File: src/sv/pvp_pkg.sv
// Shared types, constants and the divider step function for the vertex projection block.
// No dependencies; every other file of the block imports this package.
package pvp_pkg;

	localparam int FRAC_BITS_DEF = 16;
	localparam int DATA_W        = 32;
	localparam int PROD_W        = 64;
	localparam int CFG_ADDR_W    = 2;

	// divider: 32 quotient bits, four restoring steps per stage
	localparam int DIV_STEPS     = 4;
	localparam int DIV_STAGES    = DATA_W / DIV_STEPS;
	localparam int FRONT_STAGES  = 3;
	localparam int NUM_STAGES    = FRONT_STAGES + DIV_STAGES + 1;
	localparam int NUM_LANES     = 3;

	typedef enum logic [CFG_ADDR_W-1:0] {
		REG_X_SCALE      = 2'd0,
		REG_Y_SCALE      = 2'd1,
		REG_DEPTH_SCALE  = 2'd2,
		REG_DEPTH_OFFSET = 2'd3
	} cfg_reg_t;

	// one lane as handed from the front end to the divider
	typedef struct packed {
		logic [PROD_W-1:0] mag;
		logic [DATA_W-1:0] dvs;
		logic              neg;
		logic              ovf;
	} lane_t;

	typedef struct packed {
		logic [DATA_W-1:0] rem;
		logic [DATA_W-1:0] low;
	} div_state_t;

	// advance one restoring divide by DIV_STEPS quotient bits
	function automatic div_state_t div_steps(div_state_t st, logic [DATA_W-1:0] dvs);
		logic [DATA_W:0] t;
		div_state_t      o;
		o = st;
		for (int i = 0; i < DIV_STEPS; i++) begin
			t = {o.rem, o.low[DATA_W-1]};
			if (t >= {1'b0, dvs}) begin
				o.rem = DATA_W'(t - {1'b0, dvs});
				o.low = {o.low[DATA_W-2:0], 1'b1};
			end else begin
				o.rem = t[DATA_W-1:0];
				o.low = {o.low[DATA_W-2:0], 1'b0};
			end
		end
		return o;
	endfunction

endpackage

File: src/sv/pvp_div.sv
// One lane of the pipelined restoring divider with signed saturation at the output.
// Depends on pvp_pkg.
module pvp_div import pvp_pkg::*; (
	input  logic                    clk,
	input  logic [DIV_STAGES:0]     en,
	input  lane_t                   lane,
	output logic [DATA_W-1:0]       res
);

	div_state_t        st_s  [DIV_STAGES+1];
	logic [DATA_W-1:0] dvs_s [DIV_STAGES+1];
	logic              neg_s [DIV_STAGES+1];
	logic              ovf_s [DIV_STAGES+1];
	logic [DATA_W-1:0] q;

	// remainder starts from the high half, which is below the divisor unless overflowed
	assign st_s[0].rem = lane.mag[PROD_W-1:DATA_W];
	assign st_s[0].low = lane.mag[DATA_W-1:0];
	assign dvs_s[0]    = lane.dvs;
	assign neg_s[0]    = lane.neg;
	assign ovf_s[0]    = lane.ovf;

	for (genvar k = 1; k <= DIV_STAGES; k++) begin : g_stage
		always_ff @(posedge clk) begin
			if (en[k-1]) begin
				st_s[k]  <= div_steps(st_s[k-1], dvs_s[k-1]);
				dvs_s[k] <= dvs_s[k-1];
				neg_s[k] <= neg_s[k-1];
				ovf_s[k] <= ovf_s[k-1];
			end
		end
	end

	assign q = st_s[DIV_STAGES].low;

	always_ff @(posedge clk) begin
		if (en[DIV_STAGES]) begin
			if (neg_s[DIV_STAGES]) begin
				if (ovf_s[DIV_STAGES] || q > {1'b1, {(DATA_W-1){1'b0}}})
					res <= {1'b1, {(DATA_W-1){1'b0}}};
				else
					res <= DATA_W'(-q);
			end else begin
				if (ovf_s[DIV_STAGES] || q[DATA_W-1])
					res <= {1'b0, {(DATA_W-1){1'b1}}};
				else
					res <= q;
			end
		end
	end

endmodule

File: config.mk
export PLATFORM = sky130hd
export DESIGN_NAME = pvp_div
export DESIGN_NICKNAME = d
export VERILOG_FILES = /design/src/sv/pvp_pkg.sv /design/src/sv/pvp_div.sv
export SDC_FILE = /design/constraint.sdc
export NUM_CORES = 2
export LEC_CHECK = 0
export ABC_CLOCK_PERIOD_IN_PS = 19300
export BUFFER_PORTS_ARGS = -buffer_cell sky130_fd_sc_hd__buf_2
export CAP_MARGIN = 25
export CORE_ASPECT_RATIO = 0.6
export CORE_MARGIN = 2
export CORE_UTILIZATION = 65
export CTS_CLUSTER_DIAMETER = 200
export DETAILED_ROUTE_END_ITERATION = 16
export PLACE_DENSITY_LB_ADDON = 0.15
export SYNTH_ARGS = -nofsm -noshare
export SYNTH_HDL_FRONTEND = slang
export SYNTH_SLANG_ARGS = --single-unit
export TNS_END_PERCENT = 20
File: constraint.sdc
create_clock -name clk -period 19.3 [get_ports clk]
set_input_delay 2.895 -clock clk [delete_from_list [all_inputs] [get_ports clk]]
set_output_delay 2.895 -clock clk [all_outputs]
set_load 0.05 [all_outputs]
### Yosys cells after proc, flatten, opt, wreduce, memory -nomap -nowiden

Cells that the tools add are included.

* add/subtract/negate cells: 32
* $mul: 0
* div/mod/pow operators: 0
* $lt $le $gt $ge: 33
* equality and inequality tests: 0
* shifts and indexed selects: 0
* mux-type cells: 59
* bitwise operators: 0
* reductions and logical operators: 2

Operator list (count)
* two-way mux 64 bit: 55
* greater-or-equal comparator 33 x 32 -> 1 bit: 32
* subtractor 32 bit: 31
* two-way mux 32 bit: 3
* > comparator 32 bit, second input constant: 1
* negation 32 bit: 1
* logical OR 1 bit: 2
* two-way mux 1 bit: 1

* bits in registers: 752
* latch bits: 0
* bits in writable memories: 0
* ROM bits: 0
* input port bits: 108
* output and inout port bits: 32
* memories: 0

### Longest topological paths before layout

* word-level depth: 11
* depth in mapped cells: 63
* depth with buffers taken out: 57

### Worst setup path before layout

Ideal clock, no wire load.

* path type: input to register
* start: input lane[3] (netlist name)
* end: register st_s[504] (netlist name), data pin
* library setup time: 261 ps
* arrival: 15002 ps
* required time: 19039 ps
* setup slack: 4037 ps
* cell stages on the path: 59
* cell sequence: inv_1 ha_1 nor2b_1 o21bai_1 a21oi_1 o22ai_1 a31oi_1 a221o_1 nor2_1 inv_1 clkbuf_1 clkbuf_1 o21ai_0 inv_1 ha_1 nor2b_1 o2111ai_1 and3_1 (+23 left out) o21ai_2 clkbuf_1 nor2_1 a21oi_1 fa_1 a21o_1 a21oi_1 o21ai_0 a2111oi_0 o41ai_1 a221oi_1 a311o_1 nand2b_1 a211o_1 a31o_2 a21oi_1 xnor2_1 a221o_1

* longest elaborated chain between the ends: 11
* elaborated cells between the ends (all ways): 15
* those cells by class: 4 x add/sub; 4 x order compare; 7 x mux

RTL lines
* from (decl): RTL line pvp_div.sv:6 `input lane_t lane,`
* subtractor 32 bit / greater-or-equal comparator 33 x 32 -> 1 bit (equally long branches): RTL line pvp_pkg.sv:45, pvp_pkg.sv:44
* two-way mux 64 bit: RTL line pvp_pkg.sv:44 `if (t >= {1'b0, dvs}) begin`
* two-way mux 64 bit: RTL line pvp_div.sv:25 `if (en[k-1]) begin`
* subtractor 32 bit / greater-or-equal comparator 33 x 32 -> 1 bit (equally long branches): RTL line pvp_pkg.sv:45, pvp_pkg.sv:44
* two-way mux 64 bit: RTL line pvp_pkg.sv:44
* two-way mux 64 bit: RTL line pvp_div.sv:25
* subtractor 32 bit / greater-or-equal comparator 33 x 32 -> 1 bit (equally long branches): RTL line pvp_pkg.sv:45, pvp_pkg.sv:44
* two-way mux 64 bit: RTL line pvp_pkg.sv:44
* two-way mux 64 bit: RTL line pvp_div.sv:25
* subtractor 32 bit / greater-or-equal comparator 33 x 32 -> 1 bit (equally long branches): RTL line pvp_pkg.sv:45, pvp_pkg.sv:44
* two-way mux 64 bit *: RTL line pvp_pkg.sv:44
* to (signal, indexed assignment): RTL line pvp_div.sv:26 `st_s[k] <= div_steps(st_s[k-1], dvs_s[k-1]);`
* to (decl): RTL line pvp_div.sv:10 `div_state_t st_s [DIV_STAGES+1];`

Every way passes the cells marked *; elsewhere a longest branch is shown, timed or not. The select of a mux whose other input is x is not followed.
A chain may end at the register's enable or synchronous reset.

### Final worst setup path

* start: register dvs_s[196] (netlist name)
* end: register st_s[359] (netlist name), data pin

* longest elaborated chain between the ends: 11
* elaborated cells between the ends (all ways): 15
* those cells by class: 4 x add/sub; 4 x order compare; 7 x mux

RTL lines
* from (decl): RTL line pvp_div.sv:11 `logic [DATA_W-1:0] dvs_s [DIV_STAGES+1];`
* from (signal, indexed assignment): RTL line pvp_div.sv:27 `dvs_s[k] <= dvs_s[k-1];`
* subtractor 32 bit / greater-or-equal comparator 33 x 32 -> 1 bit (equally long branches): RTL line pvp_pkg.sv:45, pvp_pkg.sv:44
* two-way mux 64 bit: RTL line pvp_pkg.sv:44
* two-way mux 64 bit: RTL line pvp_div.sv:25
* subtractor 32 bit / greater-or-equal comparator 33 x 32 -> 1 bit (equally long branches): RTL line pvp_pkg.sv:45, pvp_pkg.sv:44
* two-way mux 64 bit: RTL line pvp_pkg.sv:44
* two-way mux 64 bit: RTL line pvp_div.sv:25
* subtractor 32 bit / greater-or-equal comparator 33 x 32 -> 1 bit (equally long branches): RTL line pvp_pkg.sv:45, pvp_pkg.sv:44
* two-way mux 64 bit: RTL line pvp_pkg.sv:44
* two-way mux 64 bit: RTL line pvp_div.sv:25
* subtractor 32 bit / greater-or-equal comparator 33 x 32 -> 1 bit (equally long branches): RTL line pvp_pkg.sv:45, pvp_pkg.sv:44
* two-way mux 64 bit *: RTL line pvp_pkg.sv:44

Marks and branches as above.

==> qor.csv <==
stage,metric,value,unit
yosys,yosysSeqAreaShare,26.9,%
yosys,synth.distinct_cells,110,
critical_path,setup.worst_path.class,reg2reg,
critical_path,worst_r2r_endpoint,st_s[359],
critical_path,arrival,17990,ps
place,dp_cells,11166,
cts,clk_latency,720,ps
yosys,synthMuxAreaShare,7.76,%
hold_path,min_path_type,reg2reg,
grt,overflow,0,
yosys,synth_edf_count,752,
yosys,synth_flop_cell,edfxtp_1,
final_layout,final_common_cell,ha_1,
run,maxCapViolCount,0,
cts,numCtsBuffers,76,
cts,clockBufferDepth,3,
die,start_util,65.4,%
cts,cts_tree,done,
critical_path,cp.required,19750,ps
final_layout,fin_cells,11325,
drt,met1_length,129000,um
sta,period_needed,17540,ps
final_layout,final_cell_mix,"1025 x ha_1, 908 x a21oi_1, 752 x edfxtp_1, 654 x nand2_1",
sta,rsz0062_at_grt,false,
drt,ant_nets,0,
yosys,syn_area,84100,sq um
cts,clock_sinks,752,
cts,path_clk_slew,70,ps
die,rows,102,
hold_path,hp-start,st_s[211],
final_layout,nNetsFinal,10698,
place,placed_area,86500,sq um
yosys,synth_top_family_by_area,compound AO/OA/AOI/OAI gates,
yosys,syn_inst,9478,
yosys,synth.area.top_cells,"edfxtp_1 27%, ha_1 15%, mux2_2 6.9%",
critical_path,r2r_setup_slack,1760,ps
critical_path,regToRegStartpoint,dvs_s[196],
place,dpl.hpwl,237000,um
hold_path,holdPathEnd,st_s[151],
yosys,postSynthAreaPerCell,8.87,sq um
final_layout,layout-drive-gt1-share,9.84,%
critical_path,critPathMaxStageDelay,780,ps
drt,top_layer,met5,
sta,fin_skew,38.5,ps
drt,drt-wirelength-per-cell,26.1,um
yosys,yosysWarnings,0,
yosys,ys_seq_elements,752,
yosys,yosys.area_share.adder,16.0,%
sta,tightest_slew,1200,ps
sta,hold_slack,403,ps
sta,drv_slew,0,
grt,grt_pass1_wl,433000,um
critical_path,crit_path_start_kind,flip-flop,
sta,setup_viol,0,
cts,cts_resized,0,
yosys,synth_compound_area_share,23.0,%
yosys,yosysTopAreaCellShare,26.9,%
critical_path,cp_max_fo,43,
die,die_h,283,um
die,die_width,468,um
critical_path,end_kind,flip-flop,
cts,cts.htree.levels,3,
drt,viasPerCell,6.95,
sta,hold_viol,0,
drt,drcViolationCount,0,
drt,drtPass1Iterations,8,
place,portBuffers,139,
critical_path,critical_path.slowest_cell,edfxtp_1,
yosys,synth_nets,10642,
final_layout,area_growth,6.04,%
grt,antenna_found_initial,21,
hold_path,whs_path_depth,0,
cts,holdBufCountCts,0,
yosys,async_reset_ff_share,0,%
run_status,status,completed,
drt,drt-total-wl,295000,um
sta,slew-limit-headroom,18.8,%
drt,drt_first_iter_violations,11909,
yosys,synth_xor_area_share,8.42,%
sta,fmax,0.0570,GHz
die,die_area,132000,sq um
drt,via_count,78723,
sta,tns,0,ps
grt,grtUsageTotal,42.9,%
die,fp.coreArea,129000,sq um
place,gp_congestion,1.04,
final_layout,fillers,10058,
grt,grt_max_degree,78,
cts,cts_setup_buffers,0,
sta,post-route-period-util,90.9,%
die,pin_count,140,
drt,dr_wl_met3,54300,um
drt,wl_met2,104000,um
yosys,synthSimpleGateAreaFrac,14.1,%
cts,cts-root-buf,clkbuf_16,
grt,grt_pass1_vias,70025,
final_layout,fin_area,89200,sq um
critical_path,r2r_cells,54,
yosys,yosysTopAreaCell,edfxtp_1,
synthesized netlist by cell type, drive strengths merged (88+ instances only):
| master | number |
|---|---|
| nor3 | 157 |
| o21ai | 614 |
| mux2 | 518 |
| edfxtp | 752 |
| nand2b | 120 |
| a21o | 465 |
| xnor2 | 550 |
| a21oi | 910 |
| nor2 | 619 |
| xor2 | 258 |
| a211oi | 88 |
| ha | 1025 |
| a31oi | 97 |
| nand3 | 205 |
| o21a | 143 |
| inv | 625 |
| o21bai | 132 |
| nor2b | 149 |
| nand4 | 143 |
| nand2 | 656 |
| clkbuf | 136 |
cell type report:
cell class	instances	area, sq um	share of cell area [%]
clock buffer	85	1960	2.19
sequential	752	22600	25.3
inverter	629	2360	2.65
antenna	12	30.0	0.0337
timing repair buffer	183	1050	1.18
tap	1716	2150	2.41
clock inverter	56	641	0.718
multi-input combinational	7892	58400	65.5
registers in the layout, summed over array words and instances (netlist names):
signal  count
ovf_s       8
res        32
dvs_s     224
neg_s       8
st_s      448
q          32
kinds of logic (layout without fill, tap and decap cells):
group / after synthesis / after routing
compound gates: 3009 / 3009
simple gates: 2432 / 2432
fa+ha+maj: 1056 / 1056
buf+inv: 834 / 953
xor+xnor: 808 / 808
flops: 752 / 752
mux: 587 / 587
other cells: 0 / 12
stage by stage:
| step | setup WS [ps] | utilization (%) |
|---|---|---|
| finish | 1760 | 69.3 |
| global route | 1290 | 69.3 |
| CTS | 2610 | 69.3 |
| detailed placement | 1920 | 67.2 |
| global placement | 2150 | 67.2 |
| floorplan | 4040 | - |
worst max-delay path: cells and delay by family, from the launching register on:
| kind | cells | cell delay (ps) |
|---|---|---|
| AOI/OAI and AO/OA | 32 | 9050 |
| adders and majority gates | 4 | 1580 |
| buffers and inverters | 6 | 2270 |
| DFF | 1 | 780 |
| muxes | 3 | 1240 |
| and+or+nand+nor | 9 | 2340 |
worst max-delay path by stage:
stage	startpoint	endpoint	slack, ps
4_1_cts	lane[3]	st_s[488]	2610
6_report	dvs_s[196]	st_s[359]	1760
3_3_place_gp	lane[3]	st_s[504]	2150
3_5_place_dp	lane[3]	st_s[488]	1920
5_1_grt	dvs_s[196]	st_s[362]	1290
2_1_floorplan	lane[3]	st_s[504]	4040
layer usage:
layer	global-route usage (%)	up-vias
li1	-	35614
met4	9.46	20
met3	21.0	539
met2	52.3	5587
met5	3.64	-
met1	65.2	36963
Power is not shown: default switching activity piles up to over one toggle a cycle in this logic, so the estimate is an artifact.
